## src/rtl/htfd_pkg.sv

```systemverilog
package htfd_pkg;

    // Scale constants for the fixed-point conversion
    localparam int TEMP_SCALE  = 17500;
    localparam int HUMID_SCALE = 10000;
    localparam int TEMP_OFFSET = 4500;
    localparam int FULL_SCALE  = 65535;

    // Field widths
    localparam int RAW_W   = 16;
    localparam int TEMP_W  = 15;
    localparam int HUMID_W = 14;
    localparam int DATA_W  = 8;
    localparam int OUT_W   = 64;

    // Default depth of the frame queue between front and back
    localparam int QUEUE_DEPTH_DEFAULT = 2;

    // One decoded frame, as handed from front to back
    typedef struct packed {
        logic [RAW_W-1:0] temp_raw;
        logic [RAW_W-1:0] humid_raw;
        logic             status;
    } frame_t;

endpackage

```

## src/rtl/humidity_temp_frame_decoder.sv

```systemverilog
// Channel  Dir  tdata                                        tuser
// s_       in   [7:0] data_byte                              [0] frame_start
// m_       out  [15:0] temp_raw, [31:16] humid_raw,          [0] status
//               [46:32] temp_centi, [60:47] humid_centi
//
// One byte word is accepted per cycle; s_tready drops only while the frame queue is full.
// A result word appears on m_ after the sixth byte of a frame is accepted, by way of the
// queue write at that edge, the product stage, then the divide-by-65535 correction into
// the output register.
// aresetn is synchronous and active low; it clears the frame position, CRC and queue.
// A stalled m_ side fills the queue; once it holds QUEUE_DEPTH frames s_tready stays low
// until the back end pops one.
module humidity_temp_frame_decoder #(
    parameter int QUEUE_DEPTH = htfd_pkg::QUEUE_DEPTH_DEFAULT
) (
    input  logic                          aclk,
    input  logic                          aresetn,
    input  logic                          s_tvalid,
    output logic                          s_tready,
    input  logic [htfd_pkg::DATA_W-1:0]   s_tdata,   // [7:0] data_byte
    input  logic                          s_tuser,   // [0] frame_start
    output logic                          m_tvalid,
    input  logic                          m_tready,
    output logic [htfd_pkg::OUT_W-1:0]    m_tdata,   // [15:0] temp_raw, [31:16] humid_raw,
                                                     // [46:32] temp_centi, [60:47] humid_centi
    output logic                          m_tuser    // [0] status
);
    import htfd_pkg::*;

    logic   push;
    frame_t push_data;
    logic   queue_full;
    logic   pop;
    logic   q_valid;
    frame_t q_data;

    // Byte sequencing and CRC check
    htfd_front u_front (
        .aclk       (aclk),
        .aresetn    (aresetn),
        .s_tvalid   (s_tvalid),
        .s_tready   (s_tready),
        .s_tdata    (s_tdata),
        .s_tuser    (s_tuser),
        .push       (push),
        .push_data  (push_data),
        .queue_full (queue_full)
    );

    // Decoupling queue of finished frames
    htfd_queue #(
        .DEPTH (QUEUE_DEPTH)
    ) u_queue (
        .aclk      (aclk),
        .aresetn   (aresetn),
        .push      (push),
        .push_data (push_data),
        .full      (queue_full),
        .pop       (pop),
        .out_valid (q_valid),
        .out_data  (q_data)
    );

    // Scaling and output
    htfd_back u_back (
        .aclk     (aclk),
        .aresetn  (aresetn),
        .in_valid (q_valid),
        .in_data  (q_data),
        .pop      (pop),
        .m_tvalid (m_tvalid),
        .m_tready (m_tready),
        .m_tdata  (m_tdata),
        .m_tuser  (m_tuser)
    );

endmodule

```

## src/rtl/htfd_front.sv

```systemverilog
module htfd_front (
    input  logic                            aclk,
    input  logic                            aresetn,
    input  logic                            s_tvalid,
    output logic                            s_tready,
    input  logic [htfd_pkg::DATA_W-1:0]     s_tdata,   // [7:0] data_byte
    input  logic                            s_tuser,   // [0] frame_start
    output logic                            push,
    output htfd_pkg::frame_t                push_data,
    input  logic                            queue_full
);
    import htfd_pkg::*;

    localparam logic [2:0] POS_T_HI  = 3'd0;
    localparam logic [2:0] POS_T_LO  = 3'd1;
    localparam logic [2:0] POS_T_CRC = 3'd2;
    localparam logic [2:0] POS_H_HI  = 3'd3;
    localparam logic [2:0] POS_H_LO  = 3'd4;
    localparam logic [2:0] POS_H_CRC = 3'd5;

    localparam logic [7:0] CRC_POLY = 8'h31;
    localparam logic [7:0] CRC_INIT = 8'hFF;

    // CRC-8, MSB first, one byte
    function automatic logic [7:0] crc8_byte(input logic [7:0] crc, input logic [7:0] b);
        logic [7:0] c;
        c = crc ^ b;
        for (int k = 0; k < 8; k++) begin
            c = c[7] ? ({c[6:0], 1'b0} ^ CRC_POLY) : {c[6:0], 1'b0};
        end
        return c;
    endfunction

    logic [2:0]       pos_reg, pos_next;
    logic [7:0]       crc_reg, crc_next;
    logic [RAW_W-1:0] hold_reg, hold_next;
    logic [RAW_W-1:0] temp_word_reg, temp_word_next;
    logic             temp_good_reg, temp_good_next;

    logic             accept;
    logic [2:0]       pos_eff;
    logic [7:0]       crc_in;
    logic [7:0]       crc_new;

    assign s_tready = !queue_full;
    assign accept   = s_tvalid && s_tready;

    // Effective position: start flag and stray codes go to byte 0
    always_comb begin
        if (s_tuser || (pos_reg > POS_H_CRC)) begin
            pos_eff = POS_T_HI;
        end else begin
            pos_eff = pos_reg;
        end
    end

    assign crc_in  = (pos_eff == POS_T_HI || pos_eff == POS_H_HI) ? CRC_INIT : crc_reg;
    assign crc_new = crc8_byte(crc_in, s_tdata);

    // Frame sequencing
    always_comb begin
        pos_next       = pos_reg;
        crc_next       = crc_reg;
        hold_next      = hold_reg;
        temp_word_next = temp_word_reg;
        temp_good_next = temp_good_reg;
        push           = 1'b0;
        if (accept) begin
            unique case (pos_eff)
                POS_T_HI, POS_H_HI: begin
                    hold_next = {s_tdata, 8'h00};
                    crc_next  = crc_new;
                    pos_next  = pos_eff + 3'd1;
                end
                POS_T_LO, POS_H_LO: begin
                    hold_next = {hold_reg[RAW_W-1:8], s_tdata};
                    crc_next  = crc_new;
                    pos_next  = pos_eff + 3'd1;
                end
                POS_T_CRC: begin
                    temp_good_next = (crc_reg == s_tdata);
                    temp_word_next = hold_reg;
                    pos_next       = POS_H_HI;
                end
                default: begin
                    push     = 1'b1;
                    pos_next = POS_T_HI;
                end
            endcase
        end
    end

    // Finished frame record
    assign push_data.temp_raw  = temp_word_reg;
    assign push_data.humid_raw = hold_reg;
    assign push_data.status    = !(temp_good_reg && (crc_reg == s_tdata));

    always_ff @(posedge aclk) begin
        if (!aresetn) begin
            pos_reg       <= POS_T_HI;
            crc_reg       <= CRC_INIT;
            hold_reg      <= '0;
            temp_word_reg <= '0;
            temp_good_reg <= 1'b0;
        end else begin
            pos_reg       <= pos_next;
            crc_reg       <= crc_next;
            hold_reg      <= hold_next;
            temp_word_reg <= temp_word_next;
            temp_good_reg <= temp_good_next;
        end
    end

    a_pos_range: assert property (@(posedge aclk) disable iff (!aresetn)
        pos_reg <= POS_H_CRC)
        else $error("frame position out of range");

    a_push_last: assert property (@(posedge aclk) disable iff (!aresetn)
        push |=> pos_reg == POS_T_HI)
        else $error("frame pushed without wrapping to byte 0");

endmodule

```

## src/rtl/htfd_queue.sv

```systemverilog
module htfd_queue #(
    parameter int DEPTH = htfd_pkg::QUEUE_DEPTH_DEFAULT
) (
    input  logic             aclk,
    input  logic             aresetn,
    input  logic             push,
    input  htfd_pkg::frame_t push_data,
    output logic             full,
    input  logic             pop,
    output logic             out_valid,
    output htfd_pkg::frame_t out_data
);
    import htfd_pkg::*;

    localparam int IDX_W = (DEPTH > 1) ? $clog2(DEPTH) : 1;
    localparam int CNT_W = $clog2(DEPTH + 1);

    frame_t            mem_reg [DEPTH];
    logic [IDX_W-1:0]  wr_ptr_reg, wr_ptr_next;
    logic [IDX_W-1:0]  rd_ptr_reg, rd_ptr_next;
    logic [CNT_W-1:0]  count_reg, count_next;

    assign full      = (count_reg == CNT_W'(DEPTH));
    assign out_valid = (count_reg != '0);
    assign out_data  = mem_reg[rd_ptr_reg];

    // Pointer and fill count update
    always_comb begin
        wr_ptr_next = wr_ptr_reg;
        rd_ptr_next = rd_ptr_reg;
        count_next  = count_reg;
        if (push) begin
            wr_ptr_next = (wr_ptr_reg == IDX_W'(DEPTH - 1)) ? '0 : wr_ptr_reg + 1'b1;
        end
        if (pop) begin
            rd_ptr_next = (rd_ptr_reg == IDX_W'(DEPTH - 1)) ? '0 : rd_ptr_reg + 1'b1;
        end
        if (push && !pop) begin
            count_next = count_reg + 1'b1;
        end else if (pop && !push) begin
            count_next = count_reg - 1'b1;
        end
    end

    always_ff @(posedge aclk) begin
        if (!aresetn) begin
            wr_ptr_reg <= '0;
            rd_ptr_reg <= '0;
            count_reg  <= '0;
        end else begin
            wr_ptr_reg <= wr_ptr_next;
            rd_ptr_reg <= rd_ptr_next;
            count_reg  <= count_next;
        end
    end

    // Entry storage
    always_ff @(posedge aclk) begin
        if (push) begin
            mem_reg[wr_ptr_reg] <= push_data;
        end
    end

    a_no_overflow: assert property (@(posedge aclk) disable iff (!aresetn)
        !(push && full && !pop) && !(pop && !out_valid))
        else $error("frame queue overflow or underflow");

endmodule

```

## src/rtl/htfd_back.sv

```systemverilog
module htfd_back (
    input  logic                         aclk,
    input  logic                         aresetn,
    input  logic                         in_valid,
    input  htfd_pkg::frame_t             in_data,
    output logic                         pop,
    output logic                         m_tvalid,
    input  logic                         m_tready,
    output logic [htfd_pkg::OUT_W-1:0]   m_tdata,   // [15:0] temp_raw, [31:16] humid_raw,
                                                    // [46:32] temp_centi, [60:47] humid_centi
    output logic                         m_tuser    // [0] status
);
    import htfd_pkg::*;

    localparam int TPROD_W = 31;
    localparam int HPROD_W = 30;
    localparam int PAD_W   = OUT_W - 2 * RAW_W - TEMP_W - HUMID_W;

    // Stage 1: constant products
    logic               s1_valid_reg;
    frame_t             s1_frame_reg;
    logic [TPROD_W-1:0] s1_tprod_reg;
    logic [HPROD_W-1:0] s1_hprod_reg;

    // Stage 2: output register
    logic               s2_valid_reg;
    frame_t             s2_frame_reg;
    logic [TEMP_W-1:0]  s2_temp_reg, s2_temp_next;
    logic [HUMID_W-1:0] s2_humid_reg, s2_humid_next;

    logic               s2_load;
    logic               s1_free;

    logic [TEMP_W-1:0]  tq_est;
    logic [RAW_W:0]     t_rem;
    logic [TEMP_W-1:0]  tq;
    logic [HUMID_W-1:0] hq_est;
    logic [RAW_W:0]     h_rem;
    logic [HUMID_W-1:0] hq;

    assign s2_load = s1_valid_reg && (!s2_valid_reg || m_tready);
    assign s1_free = !s1_valid_reg || s2_load;
    assign pop     = in_valid && s1_free;

    // Divide by 65535: quotient estimate p>>16, remainder (p & 0xFFFF) + estimate
    assign tq_est = s1_tprod_reg[TPROD_W-1:RAW_W];
    assign t_rem  = {1'b0, s1_tprod_reg[RAW_W-1:0]} + (RAW_W+1)'(tq_est);
    assign tq     = (t_rem >= (RAW_W+1)'(FULL_SCALE)) ? tq_est + 1'b1 : tq_est;

    assign hq_est = s1_hprod_reg[HPROD_W-1:RAW_W];
    assign h_rem  = {1'b0, s1_hprod_reg[RAW_W-1:0]} + (RAW_W+1)'(hq_est);
    assign hq     = (h_rem >= (RAW_W+1)'(FULL_SCALE)) ? hq_est + 1'b1 : hq_est;

    assign s2_temp_next  = tq - TEMP_W'(TEMP_OFFSET);
    assign s2_humid_next = hq;

    // Valid flags
    always_ff @(posedge aclk) begin
        if (!aresetn) begin
            s1_valid_reg <= 1'b0;
            s2_valid_reg <= 1'b0;
        end else begin
            if (s1_free) begin
                s1_valid_reg <= in_valid;
            end
            if (!s2_valid_reg || m_tready) begin
                s2_valid_reg <= s1_valid_reg;
            end
        end
    end

    // Payload
    always_ff @(posedge aclk) begin
        if (pop) begin
            s1_frame_reg <= in_data;
            s1_tprod_reg <= TPROD_W'(in_data.temp_raw) * TPROD_W'(TEMP_SCALE);
            s1_hprod_reg <= HPROD_W'(in_data.humid_raw) * HPROD_W'(HUMID_SCALE);
        end
        if (s2_load) begin
            s2_frame_reg <= s1_frame_reg;
            s2_temp_reg  <= s2_temp_next;
            s2_humid_reg <= s2_humid_next;
        end
    end

    assign m_tvalid = s2_valid_reg;
    assign m_tdata  = {{PAD_W{1'b0}}, s2_humid_reg, s2_temp_reg,
                       s2_frame_reg.humid_raw, s2_frame_reg.temp_raw};
    assign m_tuser  = s2_frame_reg.status;

    a_humid_range: assert property (@(posedge aclk) disable iff (!aresetn)
        m_tvalid |-> s2_humid_reg <= HUMID_W'(HUMID_SCALE))
        else $error("humidity above full scale");

    a_temp_range: assert property (@(posedge aclk) disable iff (!aresetn)
        m_tvalid |-> ($signed(s2_temp_reg) >= -$signed(TEMP_W'(TEMP_OFFSET)))
                  && ($signed(s2_temp_reg) <= $signed(TEMP_W'(TEMP_SCALE - TEMP_OFFSET))))
        else $error("temperature out of range");

endmodule

```

## config.mk

```make
export PLATFORM = sky130hd
export DESIGN_NAME = humidity_temp_frame_decoder
export DESIGN_NICKNAME = d
export VERILOG_FILES = /design/src/rtl/htfd_pkg.sv /design/src/rtl/humidity_temp_frame_decoder.sv /design/src/rtl/htfd_front.sv /design/src/rtl/htfd_queue.sv /design/src/rtl/htfd_back.sv
export SDC_FILE = /design/constraint.sdc
export NUM_CORES = 1
export LEC_CHECK = 0
export CAP_MARGIN = 40
export CELL_PAD_IN_SITES_DETAIL_PLACEMENT = 0
export CELL_PAD_IN_SITES_GLOBAL_PLACEMENT = 1
export CORE_MARGIN = 2
export CORE_UTILIZATION = 35
export DETAILED_ROUTE_END_ITERATION = 10
export DONT_BUFFER_PORTS = 1
export GPL_TIMING_DRIVEN = 0
export PLACE_DENSITY = 0.64
export SYNTH_ARGS = -nofsm -noshare
export SYNTH_HDL_FRONTEND = slang
export SYNTH_SLANG_ARGS = --single-unit
```

## constraint.sdc

```tcl
create_clock -name aclk -period 6.7 [get_ports aclk]
set_input_delay 0.67 -clock aclk [delete_from_list [all_inputs] [get_ports aclk]]
set_output_delay 0.67 -clock aclk [all_outputs]
set_load 0.02 [all_outputs]
```

======== Word level (Yosys, flattened, before mapping) ========
Memory sizes are Yosys's and may differ from the RTL's. A register that Yosys moved wholly into a read port is not among the register bits.
Index checks and enable logic that the tools add are counted.
cells by class
  add/subtract/negate cells ............... 10
  multiply operators ...................... 2
  order comparisons ....................... 3
  equal/unequal tests ..................... 6
  mux-type cells .......................... 24
  bitwise operators ....................... 10
  reductions and logical operators ........ 28
operators with widths
  operator                number
  $mux 6                  8
  $ge 17x16->1 const B    2
  $pmux 16 s2             1
  $mul 16x13->29 const B  1
  $mul 16x10->26 const B  1
  $not 3->3               8
  $add 16x14->17          1
  $add 16x15->17          1
  $add 15x1->15 const B   1
  $mux 15                 1
  $sub 15x13->15 const B  1
  $add 14x1->14 const B   1
  $mux 14                 1
  $eq 8x8->1              1
  $mux 1                  8
  $mux 8                  1
  $xor 8x8->8             1
  $eq 3x2->1 const B      2
  $logic_and 1x1->1       6
  $logic_not 1->1         6
  $pmux 3 s2              1
  $reduce_and 2->1        3
  $reduce_bool 2->1       3
  $reduce_or 5->1         1
  other kinds (16)        22
storage, ports and cells
  register bits after elaboration ......... 200
  RAM bits ................................ 66
  input port bits ......................... 13
  output and inout bits ................... 67
  logic and storage cells ................. 105
  memories ................................ 1
memory list
  name             depth  bits a word  read ports  clocked after Yosys merged registers in  write ports  RTL line          source
  u_queue.mem_reg  2      33           1           1                                        1            htfd_queue.sv:18  frame_t mem_reg [DEPTH];

======== Logic depth before layout (Yosys ltp) ========
Gate-level depths: netlist of the first run.
  depth after elaboration ................. 23
  mapped depth ............................ 25
  gate-level depth less buffers ........... 23

======== Modules after synthesis ========
Synthesis of the first run repeated with hierarchy kept, for this count alone.
unflattened totals
  cell total of the unflattened synthesis .. 1,520
  area, all modules ....................... 17,315.4 µm²
by module, submodules not included
  module      times used  cells each  area an instance (µm²)  seq. area each (µm²)
  htfd_back   1           1,127       12,318.1                4,394.2
  htfd_queue  1           125         2,602.5                 2,082.0
  htfd_front  1           268         2,394.8                 880.8

======== Least setup slack after synthesis of the first run ========
Ideal clock, no wire load.
  path type ............................... flip-flop to flip-flop
  from .................................... reg with a tool-made name
  to ...................................... reg u_back.s1_tprod_reg[29], data pin
  arrival ................................. 5.681 ns
  setup slack ............................. 0.761 ns
  stages on the path, launching flop included .. 25
  buffers on the path ..................... 2
  cells stage by stage .................... dfxtp_1 -> clkbuf_1 -> buf_1 -> mux2i_1 -> inv_1 -> ha_1 -> inv_1 -> fa_1 -> inv_1 -> ha_1 -> fa_1 -> inv_1 -> fa_1 -> inv_1 -> ha_1 -> o21ai_0 -> a21boi_0 -> o21a_1 -> o21ai_0 -> nand2b_1 -> a22o_1 -> o31ai_1 -> o21ai_0 -> a21oi_1 -> xnor2_1
RTL lines
  what                  RTL line         source
  end signal, assigned  htfd_back.sv:76  s1_tprod_reg <= TPROD_W'(in_data.temp_raw) * TPROD_W'(TEMP_SCALE);
  end, declared         htfd_back.sv:22  logic [TPROD_W-1:0] s1_tprod_reg;

==> results_tabular.tex, run 1 <==
\begin{tabular}{lr}
\hline
Metric & Value \\
\hline
\multicolumn{2}{l}{\textbf{STA}} \\
RSZ-0062 raised after global routing & false \\
FMAX & 0.161 GHz \\
Final count of hold timing violations & 0 \\
Final number of setup-violating endpoints & 0 \\
Headroom to the max-slew limit & 59.8\% \\
Total negative setup slack & 0 ns \\
Max Transition Viols Final & 0 \\
Worst hold slack & 0.283 ns \\
Slew @ Worst Pin & 0.586 ns \\
Final period util & 92.9\% \\
Largest clock skew in the final design & between 0.01 and 0.015 ns \\
Minimum period implied by the final worst setup slack & 6.22 ns \\
\multicolumn{2}{l}{\textbf{Synthesis}} \\
Register bit count reported by yosys & 262 \\
Number of cells produced by synthesis & roughly 1500 \\
Number of warnings printed during yosys synthesis & 0 \\
Async SR Flop Fraction & 0\% \\
EDFF count, synth & approximately 210 \\
Netlist Area Pre-Place & approximately 17000 sq um \\
Netlist cell types & 74 \\
Mean area per synthesized cell & between 10 and 15 sq um \\
Synth top area cells & edfxtp\_1 37\%, ha\_1 15\%, fa\_1 9.7\% \\
Commonest register cell after synthesis & edfxtp\_1 \\
Share of the synthesized area in the top cell type & between 30\% and 40\% \\
Part of the Yosys area used for sequential elements & 43.4\% \\
Post-synth top area cell & edfxtp\_1 \\
\multicolumn{2}{l}{\textbf{CTS}} \\
Post-CTS Setup Inserts & 0 \\
Worst-path clk slew & 0.06 ns \\
Number of sinks handled by clock tree synthesis & 262 \\
Buffer cell driving the clock tree root & clkbuf\_16 \\
Clock Latency Late Sink & about 0.54 ns \\
CTS tree & yes \\
Htree depth & 2 \\
Clock tree buffer depth & 3 \\
TritonCTS Buffers & 34 \\
\multicolumn{2}{l}{\textbf{Die}} \\
I/O pin count & 80 \\
Chip height & 224 microns \\
Starting density of the core & 35.5\% \\
Die W & 224 microns \\
Floorplan Core Area & 47700 sq um \\
Row count & 80 \\
Die outline area & 50300 sq um \\
\multicolumn{2}{l}{\textbf{Routing}} \\
Detailed-routing iteration count for the pre-antenna-repair pass & 5 \\
Drc violations & 0 \\
Via count & around 10000 \\
Detail-routed via count per cell & 4.81 \\
WL final & 34.1 mm \\
DRT iter0 DRCs & 482 \\
Residual antenna-violating net count after detailed routing & 0 \\
Routed WL per cell & 15.8 microns \\
\multicolumn{2}{l}{\textbf{Cells and area}} \\
Share of cells above drive strength 1 & 7.13\% \\
Number of flip-flops under the largest register name & 66 \\
Number of nets in the final layout & about 1800 \\
Total inserted antenna cells & 0 \\
Layout Cells excl Fill & 2157 \\
Area delta synth->final & 12.1\% \\
Final standard cell utilization of the core & 39.8\% \\
\multicolumn{2}{l}{\textbf{Critical path}} \\
Critical path capture point type & flip-flop \\
Maximum fanout along the worst path & 6 \\
Worst endpoint required time & 6.98 ns \\
Worst Path Class, Setup & flip-flop to flip-flop \\
Arrival time at the worst endpoint & 6.51 ns \\
Cell chain of the critical path & buf\_2, buf\_6, mux2i\_2, inv\_1, ha\_1, fa\_1, ha\_1, ha\_1, inv\_1, fa\_1, inv\_1, fa\_1, a21o\_1, a21oi\_1, o21bai\_1, a21o\_1, a21oi\_1, o211ai\_1, a31oi\_1, nor2b\_1, o211ai\_1, nand2\_1, xor2\_1 \\
Critical-path cell with the highest stage delay & fa\_1 \\
Gate family responsible for the most delay along the worst path & adder cells \\
Crit path buffers/inverters & 5 \\
Largest stage delay on the critical path & 0.52 ns \\
Launching element type of the critical path & flip-flop \\
\multicolumn{2}{l}{\textbf{Global routing}} \\
Global-route wire length before repair & 56.0 mm \\
Maximum number of pins on one net before global-route repair & 46 \\
GRT Resource Usage Total & roughly 14\% \\
Antenna violations before repair & 0 \\
GRT Residual Overflow & 0 \\
Number of global-route vias before repair & 10500 \\
\multicolumn{2}{l}{\textbf{Worst hold path}} \\
Worst min path class & input pin to flip-flop \\
\multicolumn{2}{l}{\textbf{Place}} \\
Post-DP HPWL & 26.1 mm \\
Port-buffer cells & 0 \\
Final weighted congestion of routability-driven global placement & 0.803 \\
Dpl cells & 2096 \\
\multicolumn{2}{l}{\textbf{Status}} \\
Outcome & completed \\
\multicolumn{2}{l}{\textbf{Run}} \\
Max Cap Violations & 0 \\
\hline
\end{tabular}
-- cell usage in the layout (no fill, tap or decap), drive strengths merged, types with 15 or more instances in the layout --
cell type  instances
inv              224
edfxtp           211
ha               200
nand2             92
fa                82
xnor2             81
clkbuf            64
nor2              59
dfxtp             51
a21oi             43
o21ai             37
xor2              33
mux2i             32
nor2b             27
nand3             24
a21boi            21
mux2              17
nor3              16
and3              16
buf               15
-- per-stage QoR --
stage               worst slack (ns)  instance area [sq um]
floorplan                      0.761                  17000
global placement              -0.354                  17700
detailed placement            -0.221                  17900
CTS                          0.00908                  19000
global route                  0.0478                  19000
finish                         0.478                  19000
-- synth_stat cells, drive strengths merged, types with 12 or more instances --
cell type	instances
nor2b	27
xor2	33
o21ai	37
a21o	14
o21a	14
fa	82
nand3	24
clkbuf	23
mux2	17
nand2	92
edfxtp	211
inv	220
mux2i	32
xnor2	81
nor3	16
and3	16
a211oi	12
o211ai	14
a21boi	21
ha	200
dfxtp	51
a21oi	43
nor2	59
-- final cells by class --
| class | instances | area (sq um) |
|---|---|---|
| fillers | 4609 | 28700 |
| multi-input cells | 960 | 8700 |
| flip-flops and latches | 262 | 7360 |
| clock buffers | 41 | 877 |
| inverters | 220 | 828 |
| well taps | 615 | 769 |
| clock inverters | 21 | 213 |
| plain buffers | 31 | 141 |
| repair buffers | 7 | 126 |
-- what timing repair did --
item	in CTS	in global routing
pin swaps	0	0
endpoints found under the setup margin	5	10
resized for setup	4	10
hold buffers	0	0
-- worst reg2reg max path, stage by stage, from the launching register on --
cell	delay (ns)
dfxtp_1	0.47
buf_2	0.27
buf_6	0.18
mux2i_2	0.31
inv_1	0.21
ha_1	0.36
fa_1	0.48
ha_1	0.30
ha_1	0.28
inv_1	0.06
fa_1	0.52
inv_1	0.07
fa_1	0.46
a21o_1	0.19
a21oi_1	0.22
o21bai_1	0.10
a21o_1	0.20
a21oi_1	0.26
o211ai_1	0.15
a31oi_1	0.28
nor2b_1	0.11
o211ai_1	0.26
nand2_1	0.10
xor2_1	0.15
-- kinds of logic (layout without fill, tap and decap cells) --
| kind of cell | Yosys count | after routing | synth area share, % |
|---|---|---|---|
| multiplexers | 49 | 49 | 3.04 |
| buffers and inverters | 252 | 320 | 5.69 |
| AO/OA/AOI/OAI | 212 | 212 | 8.68 |
| XOR/XNOR | 114 | 114 | 5.88 |
| adder cells (fa/ha/maj) | 282 | 282 | 24.4 |
| other | 1 | 3 | 0.0221 |
| flip-flops | 262 | 262 | 43.4 |
| AND/OR/NAND/NOR | 300 | 300 | 8.90 |
-- per-layer routing --
layer	track usage [%]	wire, microns
met1	20.3	17400
met2	21.8	15000
met3	2.73	1130
met4	3.46	595
met5	0	0
-- final timing paths --
| check | startpoint | to | slack, ns | cells after the start |
|---|---|---|---|---|
| worst max register to register | flip-flop | u_back.s1_tprod_reg[28] | 0.48 | 23 |
| worst max-delay path | flip-flop | u_back.s1_tprod_reg[28] | 0.48 | 23 |
| worst min-delay path | aresetn | u_front.temp_word_reg[0] | 0.28 | 1 |
| worst min register to register | u_back.s1_frame_reg[23] | u_back.m_tdata[6] | 0.42 | 0 |
Power of run 1 is left out: the tool's default activity adds up to more than one toggle a clock period on the data nets, which glitch-free logic cannot reach.
==> inputs of run 2 (changes only) <==
--- a/config.mk
+++ b/config.mk
@@ -5,6 +5,7 @@
 export SDC_FILE = /design/constraint.sdc
 export NUM_CORES = 1
 export LEC_CHECK = 0
+export ABC_AREA = 1
 export CAP_MARGIN = 40
 export CELL_PAD_IN_SITES_DETAIL_PLACEMENT = 0
 export CELL_PAD_IN_SITES_GLOBAL_PLACEMENT = 1
@@ -13,7 +14,7 @@
 export DETAILED_ROUTE_END_ITERATION = 10
 export DONT_BUFFER_PORTS = 1
 export GPL_TIMING_DRIVEN = 0
-export PLACE_DENSITY = 0.64
+export PLACE_DENSITY = 0.65
 export SYNTH_ARGS = -nofsm -noshare
 export SYNTH_HDL_FRONTEND = slang
 export SYNTH_SLANG_ARGS = --single-unit
==> results_tabular.tex, run 2 <==
\begin{tabular}{lr}
\hline
Metric & Value \\
\hline
\multicolumn{2}{l}{\textbf{Cells and area}} \\
Total inserted antenna cells & 0 \\
Number of nets in the final layout & roughly 2100 \\
Number of flip-flops under the largest register name & 66 \\
Area delta synth->final & 11.5\% \\
Final standard cell utilization of the core & 39.3\% \\
Fillers & 4993 \\
Most common cell after layout, fill and taps aside & inv\_1 \\
Leading cell types in the layout, fill and taps excluded & 331 x inv\_1, 287 x nand2\_1, 211 x edfxtp\_1, 200 x ha\_1, 95 x nor2\_1 \\
Share of cells above drive strength 1 & $\sim$8.4\% \\
\multicolumn{2}{l}{\textbf{Synthesis}} \\
Share of the synthesized area in the top cell type & 36.0\% \\
Number of cells produced by synthesis & between 1500 and 2000 \\
Mean area per synthesized cell & approximately 9.9 sq um \\
Synth top area cells & edfxtp\_1 36\%, ha\_1 14\%, fa\_1 9.3\% \\
Async SR Flop Fraction & 0\% \\
Register bit count reported by yosys & 262 \\
Most instantiated library cell after synthesis & inv\_1 \\
Number of warnings printed during yosys synthesis & 0 \\
Post-synth top area cell & edfxtp\_1 \\
Netlist cell types & 51 \\
Commonest cells in the netlist & 332 x inv\_1, 287 x nand2\_1, 211 x edfxtp\_1 \\
Commonest register cell after synthesis & edfxtp\_1 \\
Netlist Area Pre-Place & 17600 sq um \\
EDFF count, synth & 211 \\
Part of the Yosys area used for sequential elements & 41.8\% \\
\multicolumn{2}{l}{\textbf{CTS}} \\
Hold\_buf cts & 0 \\
Number of sinks handled by clock tree synthesis & 262 \\
Worst-path clk slew & 0.06 ns \\
Buffer cell driving the clock tree root & clkbuf\_16 \\
Clock tree buffer depth & 3 \\
Htree depth & 1 \\
CTS tree & yes \\
TritonCTS Buffers & 31 \\
Clock Latency Late Sink & slightly below 0.6 ns \\
Post-CTS Setup Inserts & 0 \\
Post\_cts resized & 0 \\
\multicolumn{2}{l}{\textbf{Global routing}} \\
Antenna violations before repair & 0 \\
Maximum number of pins on one net before global-route repair & 73 \\
Number of global-route vias before repair & approximately 12000 \\
GRT Resource Usage Total & around 14\% \\
GRT Residual Overflow & 0 \\
Global-route wire length before repair & between 60 and 70 mm \\
\multicolumn{2}{l}{\textbf{Routing}} \\
Via count & 11500 \\
Detailed-routing iteration count for the pre-antenna-repair pass & 5 \\
Routed WL per cell & 14.6 microns \\
Drc violations & 0 \\
Residual antenna-violating net count after detailed routing & 0 \\
DRT iter0 DRCs & 521 \\
Detail-routed via count per cell & 4.55 \\
WL final & around 37 mm \\
\multicolumn{2}{l}{\textbf{Place}} \\
Final weighted congestion of routability-driven global placement & $\sim$0.84 \\
Post-DP HPWL & 29.4 mm \\
Port-buffer cells & 0 \\
\multicolumn{2}{l}{\textbf{Critical path}} \\
Worst endpoint required time & 7.03 ns \\
Launching element type of the critical path & flip-flop \\
R2R Path End & u\_back.s1\_hprod\_reg[28] \\
Arrival time at the worst endpoint & between 6 and 7 ns \\
Maximum fanout along the worst path & 10 \\
Critical path capture point type & flip-flop \\
Setup slack of the most critical reg-to-reg path & 0.54 ns \\
Worst Path Class, Setup & flip-flop to flip-flop \\
Logic depth of the worst register-to-register path & 24 \\
\multicolumn{2}{l}{\textbf{Die}} \\
Die W & $\sim$230 microns \\
I/O pin count & 80 \\
Floorplan Core Area & 49900 sq um \\
Chip height & about 230 microns \\
Die outline area & around 52000 sq um \\
Starting density of the core & 35.3\% \\
Row count & 82 \\
\multicolumn{2}{l}{\textbf{STA}} \\
RSZ-0062 raised after global routing & false \\
FMAX & 0.162 GHz \\
Final period util & 92.0\% \\
Final count of hold timing violations & 0 \\
Total negative setup slack & 0 ns \\
Largest clock skew in the final design & 0.0158 ns \\
Max Transition Viols Final & 0 \\
Minimum period implied by the final worst setup slack & 6.16 ns \\
Slew @ Worst Pin & 0.891 ns \\
Final number of setup-violating endpoints & 0 \\
Headroom to the max-slew limit & 40.0\% \\
\multicolumn{2}{l}{\textbf{Worst hold path}} \\
Worst Hold End & u\_front.hold\_reg[12] \\
Worst min path class & input pin to flip-flop \\
Critical hold path startpoint & s\_tdata[4] \\
WHS Path Cells & 2 \\
\multicolumn{2}{l}{\textbf{Status}} \\
Outcome & completed \\
\multicolumn{2}{l}{\textbf{Run}} \\
Max Cap Violations & 0 \\
\hline
\end{tabular}
==> run 2: changes by cell type in the layout (fill, tap and decap cells not counted), moves of 24 or more <==
cell,previous run,this run
nor2b_1,24,0
o21ai_0,35,70
nor2_1,57,95
mux2i_1,28,1
a21oi_1,40,87
xor2_1,33,65
nand2_1,92,287
xnor2_1,81,24
inv_1,219,331
nand3_1,24,73
==> run 2: worst max-delay path by stage <==
stage               startpoint                       to  slack [ns]  depth (start not counted)
global placement      m_tready   u_back.s2_temp_reg[14]        0.18                          2
finish               flip-flop  u_back.s1_hprod_reg[28]        0.54                         24
floorplan            flip-flop  u_back.s1_hprod_reg[28]        1.39                         25
CTS                  flip-flop  u_back.s1_tprod_reg[23]        0.43                         25
global route         flip-flop  u_back.s1_tprod_reg[23]        0.08                         25
detailed placement   flip-flop  u_back.s1_tprod_reg[23]        0.47                         25
==> run 2: kinds of logic (layout without fill, tap and decap cells) <==
family,after synthesis,count (layout),synth area share [%]
other,1,3,0.0213
AND/OR/NAND/NOR,554,554,14.1
multiplexers,16,16,1.02
flip-flops,262,262,41.8
buffers and inverters,371,436,8.17
AO/OA/AOI/OAI,204,204,6.58
XOR/XNOR,92,92,4.71
adder cells (fa/ha/maj),282,282,23.6
==> run 2: metal layers <==
layer | routed length [microns] | GRT usage, % | up-vias | part of all wire (%)
met1 | 18000 | 19.4 | 5330 | 49
met2 | 17000 | 24.4 | 136 | 46
li1 | - | - | 5945 | -
met3 | 1230 | 2.15 | 47 | 3.3
met5 | 0 | 0 | - | 0
met4 | 735 | 3.49 | 0 | 2.0
==> run 2: worst max-delay path: stages (launching register included) <==
cell and delay [ns]:
dfxtp_1 0.29, clkbuf_1 0.17, clkbuf_1 0.32, o21ai_0 0.80
inv_1 0.35, fa_1 0.55, ha_1 0.31, fa_1 0.48
ha_1 0.29, inv_1 0.05, fa_1 0.50, inv_1 0.05
ha_1 0.34, nand2_1 0.11, nor2_1 0.05, nand2_1 0.06
o211ai_1 0.09, a31oi_1 0.29, inv_1 0.08, a21oi_1 0.20
o21ai_0 0.16, nand2_1 0.09, nand2_1 0.05, a21oi_1 0.15
xor2_1 0.09
==> run 2: area by class of cell <==
class	instances	area (sq um)	share of cell area, %
buffer	24	134	0.682
clock buffer	36	826	4.21
clock inverter	22	179	0.912
inverter	347	1310	6.65
multi-input combinational	1151	8830	45.0
sequential	262	7360	37.5
tap	672	841	4.29
timing repair buffer	7	148	0.753
==> run 2: per-stage QoR <==
stage | cells | cell area [sq um] | hold slack, ns | setup WS (ns)
global route | 2521 | 19600 | 0.203 | 0.0770
floorplan | 1784 | 17600 | 0.400 | 1.39
finish | 2521 | 19600 | 0.229 | 0.536
CTS | 2521 | 19600 | 0.194 | 0.429
detailed placement | 2463 | 18600 | 0.406 | 0.471
global placement | 2456 | 18400 | 0.403 | 0.185
Power of run 2 is left out for the same reason.
